[config.mk]
export PLATFORM = sky130hd
export DESIGN_NAME = kgl_out_fifo
export DESIGN_NICKNAME = d
export VERILOG_FILES = /design/src/kgl_pkg.sv /design/src/kgl_out_fifo.sv
export SDC_FILE = /design/constraint.sdc
export NUM_CORES = 1
export LEC_CHECK = 0
export BUFFER_PORTS_ARGS = -buffer_cell sky130_fd_sc_hd__buf_4
export CAP_MARGIN = 20
export CORE_UTILIZATION = 28
export CTS_CLUSTER_SIZE = 20
export DETAILED_ROUTE_END_ITERATION = 6
export PLACE_DENSITY_LB_ADDON = 0.1
export SLEW_MARGIN = 40
export SYNTH_ARGS = -nofsm -noshare
export SYNTH_HDL_FRONTEND = slang
export SYNTH_SLANG_ARGS = --single-unit
[constraint.sdc]
create_clock -name clk_i -period 7.6 [get_ports clk_i]
set_clock_uncertainty 0.1 [all_clocks]
set_input_delay 0.76 -clock clk_i [delete_from_list [all_inputs] [get_ports clk_i]]
set_output_delay 0.76 -clock clk_i [all_outputs]
set_load 0.05 [all_outputs]
[src/kgl_pkg.sv]
// ----------------------------------------------------------------------------
// kgl_pkg
// Shared types, constants and saturating helpers for the glyph layout block.
// ----------------------------------------------------------------------------
package kgl_pkg;

  // Default geometry
  localparam int unsigned CHAR_BITS_DEF   = 7;
  localparam int unsigned METRIC_BITS_DEF = 16;

  // Fixed field widths
  localparam int unsigned SIZE_W     = 16;
  localparam int unsigned TEX_W      = 16;
  localparam int unsigned POS_W      = 32;
  localparam int unsigned HGT_W      = 31;
  localparam int unsigned CFG_IDX_W  = 2;
  localparam int unsigned CFG_DATA_W = 16;

  // Result queue depth, also the bound on requests in flight
  localparam int unsigned FIFO_DEPTH = 4;

  // Fixed point: Q2.14 x Q12.4 -> Q15.4, rounded half up
  localparam int unsigned FRAC_SHIFT = 14;
  localparam int unsigned ROUND_BIAS = 8192;

  localparam int unsigned SPACE_CODE = 32;

  // Register reset values
  localparam logic [SIZE_W-1:0] FONT_SIZE_RST = 16'd256;
  localparam logic [SIZE_W-1:0] SPACE_ADV_RST = 16'd4096;

  // Register indexes
  localparam logic [CFG_IDX_W-1:0] REG_FONT_SIZE = 2'd0;
  localparam logic [CFG_IDX_W-1:0] REG_SPACE_ADV = 2'd1;

  typedef enum logic [1:0] {
    OP_LOAD_GLYPH = 2'd0,
    OP_LOAD_KERN  = 2'd1,
    OP_START      = 2'd2,
    OP_LAYOUT     = 2'd3
  } op_e;

  // Issue control, top level to store
  typedef struct packed {
    logic valid;
    op_e  op;
    logic is_space;
  } iss_ctl_t;

  // Lookup control, store to datapath, in the cycle after issue
  typedef struct packed {
    logic valid;
    op_e  op;
    logic is_space;
    logic present;
    logic have_prev;
  } lkp_ctl_t;

  // One result
  typedef struct packed {
    logic                    quad_valid;
    logic signed [POS_W-1:0] quad_left;
    logic signed [POS_W-1:0] quad_right;
    logic signed [POS_W-1:0] quad_top;
    logic signed [POS_W-1:0] quad_bottom;
    logic [TEX_W-1:0]        out_s_low;
    logic [TEX_W-1:0]        out_t_low;
    logic [TEX_W-1:0]        out_s_high;
    logic [TEX_W-1:0]        out_t_high;
    logic signed [POS_W-1:0] pen_position;
    logic [HGT_W-1:0]        line_height;
  } res_t;

  localparam logic signed [POS_W-1:0] POS_MAX = {1'b0, {(POS_W-1){1'b1}}};
  localparam logic signed [POS_W-1:0] POS_MIN = {1'b1, {(POS_W-1){1'b0}}};

  // Saturating signed add
  function automatic logic signed [POS_W-1:0] sat_add(input logic signed [POS_W-1:0] a,
                                                      input logic signed [POS_W-1:0] b);
    logic [POS_W:0] s;
    s = {a[POS_W-1], a} + {b[POS_W-1], b};
    if (s[POS_W] != s[POS_W-1]) begin
      return s[POS_W] ? POS_MIN : POS_MAX;
    end
    return s[POS_W-1:0];
  endfunction

  // Saturating signed subtract
  function automatic logic signed [POS_W-1:0] sat_sub(input logic signed [POS_W-1:0] a,
                                                      input logic signed [POS_W-1:0] b);
    logic [POS_W:0] s;
    s = {a[POS_W-1], a} - {b[POS_W-1], b};
    if (s[POS_W] != s[POS_W-1]) begin
      return s[POS_W] ? POS_MIN : POS_MAX;
    end
    return s[POS_W-1:0];
  endfunction

endpackage

[src/kgl_out_fifo.sv]
// ----------------------------------------------------------------------------
// kgl_out_fifo
// Small result queue between the datapath and the result channel.
// ----------------------------------------------------------------------------
module kgl_out_fifo #(
  parameter int unsigned DEPTH = kgl_pkg::FIFO_DEPTH
) (
  input  logic          clk_i,
  input  logic          rst_ni,
  input  logic          push_i,
  input  kgl_pkg::res_t data_i,
  output logic          valid_o,
  input  logic          ready_i,
  output kgl_pkg::res_t data_o
);
  import kgl_pkg::*;

  localparam int unsigned AW = (DEPTH > 1) ? $clog2(DEPTH) : 1;
  localparam int unsigned CW = $clog2(DEPTH + 1);

  res_t          mem_q [DEPTH];
  logic [AW-1:0] wptr_q, rptr_q;
  logic [CW-1:0] count_q;
  logic          pop;

  assign pop     = valid_o && ready_i;
  assign valid_o = (count_q != '0);
  assign data_o  = mem_q[rptr_q];

  always_ff @(posedge clk_i) begin
    if (push_i) begin
      mem_q[wptr_q] <= data_i;
    end
  end

  // Pointers wrap at the depth; the issue credit keeps the queue from overflowing
  always_ff @(posedge clk_i or negedge rst_ni) begin
    if (!rst_ni) begin
      wptr_q  <= '0;
      rptr_q  <= '0;
      count_q <= '0;
    end else begin
      if (push_i) begin
        wptr_q <= (wptr_q == AW'(DEPTH - 1)) ? '0 : wptr_q + 1'b1;
      end
      if (pop) begin
        rptr_q <= (rptr_q == AW'(DEPTH - 1)) ? '0 : rptr_q + 1'b1;
      end
      if (push_i && !pop) begin
        count_q <= count_q + 1'b1;
      end else if (!push_i && pop) begin
        count_q <= count_q - 1'b1;
      end
    end
  end

endmodule

==> summary.md <==
| Metric | Value |
|---|---|
| Status | `finished, violations left` |
| Failing checks | `design-rule violations` |
| Hold Startpoint | `data_i[246]` |
| Hold Path End | `mem_q[1][246]` |
| Crit Path Max Fanout | `61` |
| Final Hold Fails | `0` |
| Global route total overflow | `0` |
| Initial antenna violation count | `11` |
| Worst-path clk slew | `0.06 ns` |
| H-tree depth | `3` |
| Critical Path Max Stage Delay | `0.84 ns` |
| Sequential share of the synthesized area | `81.84%` |
| Synth warnings | `0` |
| Flop2flop setup slack | `4.90 ns` |
| EDFF count, synth | `between 1k and 1.5k` |
| First-pass GRT wire length | `128400 um` |
| Layer with the highest usage | `met2` |
| Root Driver | `clkbuf_16` |
| Worst min-delay path class | `primary input to flop` |
| Antenna Violating Nets Remaining | `0` |
| Top FF cell, synth | `edfxtp_1` |
| Share of the synthesized area in the top cell type | `81.37%` |
| Met2 usage | `22.51%` |
| Flops & latches, synth | `a little over 1k` |
| Die span in x | `369.4 um` |
| Total CTS buffers | `115` |
| Worst R2R End | `count_q[2]` |
| DRT Pass-1 Iters | `7` |
| Syn_nets | `1641` |
| Startpoint types | `flop` |
| Final Cell Area | `47810 um2` |
| Pleak | `16.23 nW` |
| Hold-fix buffers, CTS | `1` |
| Place WS | `just over 4 ns` |
| FP Rows | `134` |
| Die Span Y | `369.4 um` |
| RSZ-0062 raised after global routing | `no` |
| Initial DRC Count | `874` |
| Hold path depth | `1` |
| CP Data Required Time | `~6.7 ns` |
| Clk Latency, worst-skew pair | `between 0.7 and 0.8 ns` |
| Met1 Use GR | `15.19%` |
| Met3 usage | `4.520%` |
| I/O pins | `just over 500` |
| Syn Area/Cell | `between 20 and 30 um2` |
| Vias in the first global route | `18.07k` |
| Leading area contributor after synthesis | `edfxtp_1` |
| Slew margin rel. | `47.29%` |
| Sum Neg Setup Slack | `0 ns` |
| WP data arrival | `approximately 3.4 ns` |
| DR WL/cell | `23.38 um` |
| Die area | `136400 um2` |
| Peak supply drop | `217.3 uV` |
| Worst R2R Start | `count_q[0]` |
| TritonCTS clock tree | `built` |
| Number of remaining DRC errors | `28` |
| Cells after Synth | `approximately 1.4k` |
| Top cells by area, synth | `edfxtp_1 (81%), mux4_2 (8.8%), mux4_1 (7.6%)` |
| Area grow syn2layout | `26.53%` |
| Min Tclk post-route | `4.208 ns` |
| Synth unique cells | `19` |
| Area of the mapped netlist | `37790 um2` |
| Worst-margin pin slew | `roughly 0.79 ns` |
| Fmax achieved | `about 240 MHz` |
| Worst path slowest cell | `dfrtp_4` |
| Max cap viols | `0` |
| Crit-path cells | `buf_12, buf_16, mux4_1, buf_4` |
| Period utilization | `between 50% and 60%` |
| Drt total wl | `89870 um` |
| Max Slew Vio Count | `0` |
| Final HPWL DP | `between 50000 and 60000 um` |
| Clock Sink Count | `1031` |
| CP Class | `flop to primary output` |
| Starting Density | `28.28%` |
| Cell Count Post-Placement | `3626` |
| PostCTS Resize Cnt | `0` |
| Post-DP Area | `43970 um2` |
| Pwr/cell area | `443.1 nW/um2` |
| Asr flop ratio synth | `0.6790%` |
| Vias/cell | `4.373` |
| Final setup margin | `3.392 ns` |
| RePlAce Congestion | `0.6865` |
| Top cells by count, synth | `edfxtp_1 (1024), mux4_2 (147), mux4_1 (109), buf_2 (27), buf_6 (23)` |
| Final setup violation count | `0` |
| Setup bufs post-CTS | `0` |
| Via count | `16.81k` |
| # nets final | `2246` |
| Non-Filler Instances | `about 3.8k` |
| Core box area | `around 130000 um2` |
| Crit end category | `primary output` |
| Hold_ws | `0.1407 ns` |
| Largest net degree at the start of global routing | `112` |
| Clk buf depth | `3` |
| R2R cell count | `8` |
| Count leader, synth | `edfxtp_1` |
| Share of cells above drive strength 1 | `roughly two fifths` |
| I/O Buffers | `516` |
| Total track usage | `between 10% and 20%` |
layout by cell type, fill, tap and decap left out, types with 2 or more instances in the layout:
cell / synthesis / layout
edfxtp_1: 1024 / 1024
buf_4: 0 / 519
mux4_2: 147 / 147
clkbuf_16: 0 / 116
mux4_1: 109 / 109
clkinv_1: 0 / 29
clkbuf_1: 5 / 25
clkinv_2: 0 / 15
bufinv_16: 0 / 13
buf_16: 0 / 12
buf_12: 0 / 12
ha_1: 6 / 6
clkinvlp_4: 0 / 6
dfrtp_1: 7 / 5
and2_4: 0 / 4
inv_1: 3 / 3
nand2_1: 3 / 3
mux2_2: 3 / 3
nor2_1: 3 / 3
inv_6: 0 / 3
diode_2: 0 / 2
o21ai_0: 2 / 2
xor2_1: 2 / 2
clkinv_16: 0 / 2
buf_6: 23 / 2
dfrtp_4: 0 / 2
power by group:
part	internal, mW	switching, mW	total, mW
sequential	7.28	0.244	7.52
clock	3.24	2.23	5.46
combinational	2.70	5.50	8.20
layout make-up:
type | instances | area, um2
sequential | 1031 | 30930
fill | 12270 | 85810
antenna | 2 | 5.005
multi-input combinational | 282 | 6404
clock buffer | 141 | 2997
tap | 1768 | 2212
timing repair buffer | 546 | 4499
inverter | 3 | 11.26
clock inverter | 71 | 750.7
how the worst max path moves through the flow:
stage                         start          end  slack, ns  cells past startpoint
after CTS                 rptr_q[0]  data_o[200]       3.21                      4
after global routing      rptr_q[0]  data_o[213]       3.15                      4
final                     rptr_q[0]  data_o[255]       3.39                      4
after detailed placement  rptr_q[0]  data_o[200]       4.03                      4
after floorplan              push_i  mem_q[1][0]       0.31                      1
after global placement    rptr_q[0]  data_o[112]       3.96                      3
cells by family after synthesis:
kind of cell               synth area share (%)
and+or+nand+nor                          0.1424
xor gates and xnor gates                0.06955
AOI/OAI and AO/OA                       0.02649
muxes                                     16.43
buffers and inverters                     1.242
adders and majority gates                0.2516
DFF                                       81.84
worst max-delay path, delay by kind of cell, from the launching register on:
family | cells | cell delay (ns)
flops | 1 | 0.84
buf+inv | 3 | 0.92
mux | 1 | 0.66
per-stage QoR:
stage | total power, mW | utilization, %
after floorplan | 13.58 | -
after global placement | 15.92 | 32.68
after detailed placement | 16.06 | 32.90
after CTS | 21.63 | 35.71
after global routing | 22.06 | 35.78
final | 21.18 | 35.78
routing by layer:
metal | vias up | routed length, um
li1 | 7325 | -
met2 | 396 | 46720
met5 | - | 99
met3 | 146 | 6235
met1 | 8927 | 34810
met4 | 16 | 2008
sequential cells by signal, indices dropped and copies added (netlist names):
| register | count |
|---|---|
| count_q | 3 |
| mem_q | 1024 |
| rptr_q | 2 |
| wptr_q | 2 |
Power figures use the tool's default switching activity.
