==> src/kgl_pkg.sv <==
// ----------------------------------------------------------------------------
// kgl_pkg
// Shared types, constants and saturating helpers for the glyph layout block.
// ----------------------------------------------------------------------------
package kgl_pkg;

  // Default geometry
  localparam int unsigned CHAR_BITS_DEF   = 7;
  localparam int unsigned METRIC_BITS_DEF = 16;

  // Fixed field widths
  localparam int unsigned SIZE_W     = 16;
  localparam int unsigned TEX_W      = 16;
  localparam int unsigned POS_W      = 32;
  localparam int unsigned HGT_W      = 31;
  localparam int unsigned CFG_IDX_W  = 2;
  localparam int unsigned CFG_DATA_W = 16;

  // Result queue depth, also the bound on requests in flight
  localparam int unsigned FIFO_DEPTH = 4;

  // Fixed point: Q2.14 x Q12.4 -> Q15.4, rounded half up
  localparam int unsigned FRAC_SHIFT = 14;
  localparam int unsigned ROUND_BIAS = 8192;

  localparam int unsigned SPACE_CODE = 32;

  // Register reset values
  localparam logic [SIZE_W-1:0] FONT_SIZE_RST = 16'd256;
  localparam logic [SIZE_W-1:0] SPACE_ADV_RST = 16'd4096;

  // Register indexes
  localparam logic [CFG_IDX_W-1:0] REG_FONT_SIZE = 2'd0;
  localparam logic [CFG_IDX_W-1:0] REG_SPACE_ADV = 2'd1;

  typedef enum logic [1:0] {
    OP_LOAD_GLYPH = 2'd0,
    OP_LOAD_KERN  = 2'd1,
    OP_START      = 2'd2,
    OP_LAYOUT     = 2'd3
  } op_e;

  // Issue control, top level to store
  typedef struct packed {
    logic valid;
    op_e  op;
    logic is_space;
  } iss_ctl_t;

  // Lookup control, store to datapath, in the cycle after issue
  typedef struct packed {
    logic valid;
    op_e  op;
    logic is_space;
    logic present;
    logic have_prev;
  } lkp_ctl_t;

  // One result
  typedef struct packed {
    logic                    quad_valid;
    logic signed [POS_W-1:0] quad_left;
    logic signed [POS_W-1:0] quad_right;
    logic signed [POS_W-1:0] quad_top;
    logic signed [POS_W-1:0] quad_bottom;
    logic [TEX_W-1:0]        out_s_low;
    logic [TEX_W-1:0]        out_t_low;
    logic [TEX_W-1:0]        out_s_high;
    logic [TEX_W-1:0]        out_t_high;
    logic signed [POS_W-1:0] pen_position;
    logic [HGT_W-1:0]        line_height;
  } res_t;

  localparam logic signed [POS_W-1:0] POS_MAX = {1'b0, {(POS_W-1){1'b1}}};
  localparam logic signed [POS_W-1:0] POS_MIN = {1'b1, {(POS_W-1){1'b0}}};

  // Saturating signed add
  function automatic logic signed [POS_W-1:0] sat_add(input logic signed [POS_W-1:0] a,
                                                      input logic signed [POS_W-1:0] b);
    logic [POS_W:0] s;
    s = {a[POS_W-1], a} + {b[POS_W-1], b};
    if (s[POS_W] != s[POS_W-1]) begin
      return s[POS_W] ? POS_MIN : POS_MAX;
    end
    return s[POS_W-1:0];
  endfunction

  // Saturating signed subtract
  function automatic logic signed [POS_W-1:0] sat_sub(input logic signed [POS_W-1:0] a,
                                                      input logic signed [POS_W-1:0] b);
    logic [POS_W:0] s;
    s = {a[POS_W-1], a} - {b[POS_W-1], b};
    if (s[POS_W] != s[POS_W-1]) begin
      return s[POS_W] ? POS_MIN : POS_MAX;
    end
    return s[POS_W-1:0];
  endfunction

endpackage

==> src/kgl_datapath.sv <==
// ----------------------------------------------------------------------------
// kgl_datapath
// Metric scaling, pen and height tracking and quad corner sums.
// ----------------------------------------------------------------------------
module kgl_datapath #(
  parameter int unsigned METRIC_BITS = kgl_pkg::METRIC_BITS_DEF
) (
  input  logic                       clk_i,
  input  logic                       rst_ni,
  input  kgl_pkg::lkp_ctl_t          lkp_i,
  input  logic [5*METRIC_BITS+4*kgl_pkg::TEX_W-1:0] glyph_rdata_i,
  input  logic [METRIC_BITS-1:0]     kern_rdata_i,
  input  logic [kgl_pkg::SIZE_W-1:0] font_size_i,
  input  logic [kgl_pkg::SIZE_W-1:0] space_adv_i,
  output logic                       res_valid_o,
  output kgl_pkg::res_t              res_o
);
  import kgl_pkg::*;

  localparam int unsigned M        = METRIC_BITS;
  localparam int unsigned TEX_BITS = 4 * TEX_W;
  localparam int unsigned MUL_W    = (M > SIZE_W) ? M : SIZE_W;
  localparam int unsigned PRD_W    = MUL_W + SIZE_W + 1;
  localparam int unsigned SCL_W    = PRD_W - FRAC_SHIFT;

  // Q2.14 metric times Q12.4 size, rounded half up to Q15.4
  function automatic logic signed [SCL_W-1:0] scale(input logic signed [MUL_W-1:0] m,
                                                    input logic [SIZE_W-1:0] sz);
    logic signed [PRD_W-1:0] p;
    p = m * $signed({1'b0, sz});
    p = p + PRD_W'(ROUND_BIAS);
    return p[PRD_W-1:FRAC_SHIFT];
  endfunction

  // Glyph record fields
  logic signed [M-1:0]  g_top, g_left, g_height, g_width, g_adv;
  logic [TEX_BITS-1:0]  g_tex;
  logic                 s1_glyph;
  logic signed [MUL_W-1:0] m_kern, m_adv;

  assign g_tex    = glyph_rdata_i[TEX_BITS-1:0];
  assign g_top    = glyph_rdata_i[TEX_BITS +: M];
  assign g_left   = glyph_rdata_i[TEX_BITS+M +: M];
  assign g_height = glyph_rdata_i[TEX_BITS+2*M +: M];
  assign g_width  = glyph_rdata_i[TEX_BITS+3*M +: M];
  assign g_adv    = glyph_rdata_i[TEX_BITS+4*M +: M];

  assign s1_glyph = lkp_i.valid && (lkp_i.op == OP_LAYOUT) && !lkp_i.is_space &&
                    lkp_i.present;

  // Pen step before the glyph: space advance or pair kerning
  always_comb begin
    m_kern = '0;
    if ((lkp_i.op == OP_LAYOUT) && lkp_i.is_space) begin
      m_kern = MUL_W'($signed(space_adv_i));
    end else if (s1_glyph && lkp_i.have_prev) begin
      m_kern = MUL_W'($signed(kern_rdata_i));
    end
  end
  assign m_adv = s1_glyph ? MUL_W'(g_adv) : '0;

  // Stage 2: scaled metrics
  logic                    s2_valid_q, s2_glyph_q;
  op_e                     s2_op_q;
  logic signed [SCL_W-1:0] s2_kern_q, s2_adv_q, s2_left_q, s2_width_q, s2_top_q, s2_hgt_q;
  logic [TEX_BITS-1:0]     s2_tex_q;

  always_ff @(posedge clk_i or negedge rst_ni) begin
    if (!rst_ni) begin
      s2_valid_q <= 1'b0;
    end else begin
      s2_valid_q <= lkp_i.valid;
    end
  end

  always_ff @(posedge clk_i) begin
    s2_op_q    <= lkp_i.op;
    s2_glyph_q <= s1_glyph;
    s2_kern_q  <= scale(m_kern, font_size_i);
    s2_adv_q   <= scale(m_adv, font_size_i);
    s2_left_q  <= scale(MUL_W'(g_left), font_size_i);
    s2_width_q <= scale(MUL_W'(g_width), font_size_i);
    s2_top_q   <= scale(MUL_W'(g_top), font_size_i);
    s2_hgt_q   <= scale(MUL_W'(g_height), font_size_i);
    s2_tex_q   <= g_tex;
  end

  // Pen and height state
  logic signed [POS_W-1:0] pen_q;
  logic [HGT_W-1:0]        max_q;

  // Stage 3: pen after kerning or space
  logic                    s3_valid_q, s3_glyph_q;
  op_e                     s3_op_q;
  logic signed [POS_W-1:0] s3_pen_q;
  logic signed [SCL_W-1:0] s3_adv_q, s3_left_q, s3_width_q, s3_top_q, s3_hgt_q;
  logic [TEX_BITS-1:0]     s3_tex_q;

  always_ff @(posedge clk_i or negedge rst_ni) begin
    if (!rst_ni) begin
      s3_valid_q <= 1'b0;
    end else begin
      s3_valid_q <= s2_valid_q;
    end
  end

  always_ff @(posedge clk_i) begin
    s3_op_q    <= s2_op_q;
    s3_glyph_q <= s2_glyph_q;
    s3_pen_q   <= sat_add(pen_q, POS_W'(s2_kern_q));
    s3_adv_q   <= s2_adv_q;
    s3_left_q  <= s2_left_q;
    s3_width_q <= s2_width_q;
    s3_top_q   <= s2_top_q;
    s3_hgt_q   <= s2_hgt_q;
    s3_tex_q   <= s2_tex_q;
  end

  // Advance, left edge and running height
  logic signed [POS_W-1:0] pen_new, pen_after, left_x, hgt_ext;
  logic [HGT_W-1:0]        max_after;

  assign pen_new = sat_add(s3_pen_q, POS_W'(s3_adv_q));
  assign left_x  = sat_add(s3_pen_q, POS_W'(s3_left_q));
  assign hgt_ext = POS_W'(s3_hgt_q);

  always_comb begin
    pen_after = pen_new;
    max_after = max_q;
    if (s3_op_q == OP_START) begin
      pen_after = '0;
      max_after = '0;
    end else if (s3_glyph_q && ($signed({1'b0, max_q}) < hgt_ext)) begin
      max_after = hgt_ext[HGT_W-1:0];
    end
  end

  always_ff @(posedge clk_i or negedge rst_ni) begin
    if (!rst_ni) begin
      pen_q <= '0;
      max_q <= '0;
    end else if (s3_valid_q) begin
      pen_q <= pen_after;
      max_q <= max_after;
    end
  end

  // Stage 4: right and bottom corners
  logic                    s4_valid_q, s4_glyph_q;
  logic signed [POS_W-1:0] s4_left_q, s4_pen_q;
  logic signed [SCL_W-1:0] s4_width_q, s4_top_q, s4_hgt_q;
  logic [TEX_BITS-1:0]     s4_tex_q;
  logic [HGT_W-1:0]        s4_max_q;

  always_ff @(posedge clk_i or negedge rst_ni) begin
    if (!rst_ni) begin
      s4_valid_q <= 1'b0;
    end else begin
      s4_valid_q <= s3_valid_q;
    end
  end

  always_ff @(posedge clk_i) begin
    s4_glyph_q <= s3_glyph_q;
    s4_left_q  <= left_x;
    s4_pen_q   <= pen_after;
    s4_max_q   <= max_after;
    s4_width_q <= s3_width_q;
    s4_top_q   <= s3_top_q;
    s4_hgt_q   <= s3_hgt_q;
    s4_tex_q   <= s3_tex_q;
  end

  logic signed [POS_W-1:0] top_y;
  assign top_y = POS_W'(s4_top_q);

  // Result record; quad fields read zero when no quad
  always_comb begin
    res_o              = '0;
    res_o.quad_valid   = s4_glyph_q;
    res_o.pen_position = s4_pen_q;
    res_o.line_height  = s4_max_q;
    if (s4_glyph_q) begin
      res_o.quad_left   = s4_left_q;
      res_o.quad_right  = sat_add(s4_left_q, POS_W'(s4_width_q));
      res_o.quad_top    = top_y;
      res_o.quad_bottom = sat_sub(top_y, POS_W'(s4_hgt_q));
      res_o.out_s_low   = s4_tex_q[3*TEX_W +: TEX_W];
      res_o.out_t_low   = s4_tex_q[2*TEX_W +: TEX_W];
      res_o.out_s_high  = s4_tex_q[TEX_W +: TEX_W];
      res_o.out_t_high  = s4_tex_q[0 +: TEX_W];
    end
  end

  assign res_valid_o = s4_valid_q;

endmodule

==> config.mk <==
export PLATFORM = sky130hd
export DESIGN_NAME = kgl_datapath
export DESIGN_NICKNAME = d
export VERILOG_FILES = /design/src/kgl_pkg.sv /design/src/kgl_datapath.sv
export SDC_FILE = /design/constraint.sdc
export NUM_CORES = 2
export LEC_CHECK = 0
export BUFFER_PORTS_ARGS = -buffer_cell sky130_fd_sc_hd__buf_2
export CAP_MARGIN = 20
export CORE_MARGIN = 10
export CORE_UTILIZATION = 60
export CTS_CLUSTER_DIAMETER = 100
export DETAILED_ROUTE_END_ITERATION = 16
export HOLD_SLACK_MARGIN = 0.06
export PLACE_DENSITY = 0.8
export SLEW_MARGIN = 20
export SYNTH_ARGS = -nofsm -noshare
export SYNTH_HDL_FRONTEND = slang
export SYNTH_SLANG_ARGS = --single-unit
==> constraint.sdc <==
create_clock -name clk_i -period 5.78 [get_ports clk_i]
set_clock_uncertainty 0.15 [all_clocks]
set_input_delay 0.578 -clock clk_i [delete_from_list [all_inputs] [get_ports clk_i]]
set_output_delay 0.578 -clock clk_i [all_outputs]
set_load 0.005 [all_outputs]
==> results by group <==
Power and ir drop
  • Leakage: 47.0 nW
  • Pwr dens: 592 nW/um2
  • Worst VDD drop: 914 uV

Worst setup path
  • Crit-path max FO: 7
  • Arrival time worst endpoint: 7.16 ns
  • CP Capture Type: flop
  • Origin of the worst setup path: lkp_i[4]
  • Crit path kind: input pin to flop
  • Crit start category: input pin
  • RR Startpoint: s3_pen_q[0]$_DFF_P_
  • CP required: 6.14 ns

STA
  • Count of final setup violators: 75
  • Slew Limit Fails: 0
  • Relative slew slack: 36.9%
  • Final Cycle Share: 118%
  • Worst-Margin Slew: 0.946 ns
  • Hold_ws: 0.164 ns
  • Unrepaired setup endpoints after global routing: yes
  • Final hold viol count: 0
  • Highest clock rate: 147 MHz
  • Worst Slack Setup Final: -1.02 ns
  • Tmin final: 6.80 ns

Yosys
  • Most common flop cell mapped by yosys: dfxtp_1
  • Avg Cell Area, Syn: 9.31 um2
  • Synth async-reset ratio: 10.0%
  • Net Count, Synth: 10242
  • Post-synthesis cell type count: 88
  • Yosys Warn Count: 0
  • Sequential share of the synthesized area: between 10% and 20%
  • Register bit total from synthesis: 658
  • Cells after Synth: 7993
  • Post-synth EDFFs: 0
  • Mapped Area: 74400 um2

Global route
  • Vias in the first global route: around 64000
  • Met2 Usage GRT: 53.2%
  • M1 GR Usage: 39.8%
  • Largest net degree at the start of global routing: 96
  • Tot GR Track Use: 31.9%
  • Total gr overflow: 0
  • First-pass GRT wire length: 348000 um
  • Busiest layer in global routing: met2
  • Global-route track usage on met3: approximately 6.7%
  • Initial antenna violation count: 38

Run
  • Max-Cap Viols: 0

Finish
  • Fin nets: between 10000 and 15000
  • Fill cell count: 8430
  • Final core utilization: a little over 70%
  • Storage element area: 13500 um2
  • Area growth, synth to finish: 20.6%
  • Ratio of cells with drive above 1 in the final layout: 19.9%
  • Area occupied by multi-input gates: between 50000 and 60000 um2

Clocking
  • Clock Sinks: ~660
  • Clock latency reported for the late side of the worst-skew pair: 0.65 ns
  • TritonCTS buffer count: 67
  • CTS clk-pin slew, worst paths: 0.07 ns
  • Clock Tree Root: clkbuf_16
  • CTS max path bufs: 3
  • H-tree level count: 3
  • CTS tree: done

Floorplan
  • Total I/O pin count: 457
  • Core area: 123000 um2
  • Die Y: 372 um
  • Starting Density: 60.3%
  • Die area: 139000 um2
  • Cell Rows: 129
  • Die span in x: about 370 um

Placement
  • Pre-CTS WS: -2.01 ns
  • I/O Buffers: around 460
  • Routability cong.: 0.948
  • Post-DP HPWL: 176000 um

Route
  • Drt wl/cell: around 21 um
  • Drt pass-1 iters: 6
  • Drt via density: 5.58
  • Vias: 59803
  • Routed WL: 226000 um
  • First DRT Iteration DRCs: 4754
  • DRC: 0
  • Antenna-violating nets left: 0

Status
  • Failing checks: setup timing
  • Outcome: complete, but fails checks

Hold path
  • Worst Min Path Start: s3_tex_q[23]$_DFF_P_
  • Min-delay worst type: flop to flop
==> logic make-up after synthesis <==
logic type                 synth area share, %
xor gates and xnor gates                  2.64
muxes                                    0.657
DFF                                       18.1
adders and majority gates                 46.4
AOI/OAI and AO/OA                         7.14
buffers and inverters                     9.82
and+or+nand+nor                           15.2
==> placed cells by master, fill, tap and decap left out, drive strengths merged, types with 34 or more instances in the layout <==
master       instances
clkbuf              90
a21boi              35
ha                 880
dlygate4sd3         68
o21a                51
nand2              994
xor2                77
nor2               214
o21ai              137
dfxtp              592
nor3                53
nor2b               34
a21oi              238
and2               614
buf               1226
inv               1546
xnor2              147
nand2b              91
and3               155
nand4               38
nand3               56
fa                1169
a21o                94
dfrtp               66
==> sequential cells by signal (all words and copies together), names as in the netlist, 31 cells and up <==
register   count
s2_tex_q      64
pen_q         32
s4_tex_q      64
s4_left_q     32
s3_tex_q      64
s3_pen_q      32
s4_pen_q      32
s4_max_q      31
max_q         31
==> Yosys cell counts, types with 6 or more instances <==
master     count  share of area [%]
inv_1       1535                7.7
fa_1        1169                 31
nand2_1      994                5.0
ha_1         880                 15
and2_1       613                5.2
dfxtp_1      592                 16
clkbuf_1     320                1.6
a21oi_1      214                1.4
nor2_1       213                1.1
and3_1       155                1.3
xnor2_1      147                1.7
o21ai_0      130               0.87
a21o_1        94               0.95
nand2b_1      91               0.76
xor2_1        77               0.91
dfrtp_1       66                2.2
nand3_1       56               0.38
nor3_1        52               0.35
o21a_1        51               0.51
nand4_1       38               0.32
a21boi_0      35               0.35
nor2b_1       34               0.29
buf_4         28               0.28
o2bb2ai_1     26               0.31
a211oi_1      25               0.25
a21oi_2       24               0.28
o21bai_1      24               0.24
mux2_2        23               0.35
mux2i_1       23               0.31
a31oi_1       20               0.17
or2_2         18               0.15
o31ai_1       17               0.17
a22o_1        16               0.19
or3_1         16               0.13
maj3_1        14               0.19
o211ai_1      13               0.13
buf_2         12              0.081
a211o_1       11               0.13
a311oi_1       9               0.11
a2111oi_0      7              0.082
o21ai_1        7              0.047
a221oi_1       6              0.071
a31o_2         6              0.071
nor4_1         6              0.050
o41ai_1        6              0.071
==> metrics by stage <==
step                total power, W  cells  area, um2  TNS (ns)
floorplan                   0.0286   7993      75800    -35.63
global placement            0.0415  10396      83600   -108.67
detailed placement          0.0429  10396      83600   -118.16
CTS                         0.0494  10638      88200    -19.25
global route                0.0572  10704      89800    -41.65
finish                      0.0532  10709      89800    -28.67
==> layout make-up <==
| class | count | area share (%) |
|---|---|---|
| Multi-Input combinational cell | 5430 | 62.0 |
| Timing Repair Buffer | 1305 | 11.5 |
| Inverter | 1536 | 6.42 |
| Sequential cell | 658 | 15.0 |
| Clock buffer | 82 | 2.04 |
| Antenna cell | 20 | 0.0557 |
| Tap cell | 1637 | 2.28 |
| Clock inverter | 41 | 0.710 |
==> final timing paths <==
kind / slack (ns) / cells past startpoint / endpoint
worst max-delay path: -1.02 / 28 / s2_adv_q[18]$_DFF_P_
worst min-delay path: 0.16 / 0 / s4_tex_q[23]$_DFF_P_
worst max register to register: 1.07 / 13 / s4_left_q[25]$_DFF_P_
worst min register to register: 0.16 / 0 / s4_tex_q[23]$_DFF_P_
max in group asynchronous: 4.34 / 2 / s3_valid_q$_DFF_PN0_
min in group asynchronous: 0.48 / 2 / pen_q[27]$_DFFE_PN0P_
==> routing by layer <==
| metal | up-vias | wire length, um |
|---|---|---|
| li1 | 26716 | - |
| met1 | 29502 | 86500 |
| met2 | 2908 | 107000 |
| met3 | 667 | 21500 |
| met4 | 10 | 11300 |
| met5 | - | 71 |
==> power by group <==
part / switching (W) / internal, W
clock: 0.00203 / 0.00283
combinational: 0.0218 / 0.0194
sequential: 0.000873 / 0.00626
total: 0.0247 / 0.0285
==> worst max-delay path, cell delays in order <==
cell and delay, ns:
buf_12 0.13, nand4_1 0.16, nor2_4 0.08, buf_12 0.13
clkbuf_16 0.15, buf_4 0.15, and3_4 0.18, fa_1 0.52
inv_1 0.05, fa_1 0.52, fa_1 0.51, inv_2 0.04
fa_1 0.51, fa_1 0.52, inv_1 0.06, fa_1 0.50
inv_1 0.07, ha_4 0.17, a211oi_4 0.17, nand2_1 0.13
a31oi_4 0.19, o22ai_4 0.13, o22a_1 0.25, or3_4 0.36
a211oi_4 0.34, o31ai_4 0.13, a2111oi_2 0.32, nor3b_1 0.08
==> what timing repair did <==
item	4_1_cts	5_1_grt
buffers inserted	47	52
setup endpoints to repair	120	140
hold buffers	68	0
pin swaps	95	149
resized for setup	230	260
hold endpoints to repair	133	0
gates cloned	5	6
(Power assumes the default switching activity.)
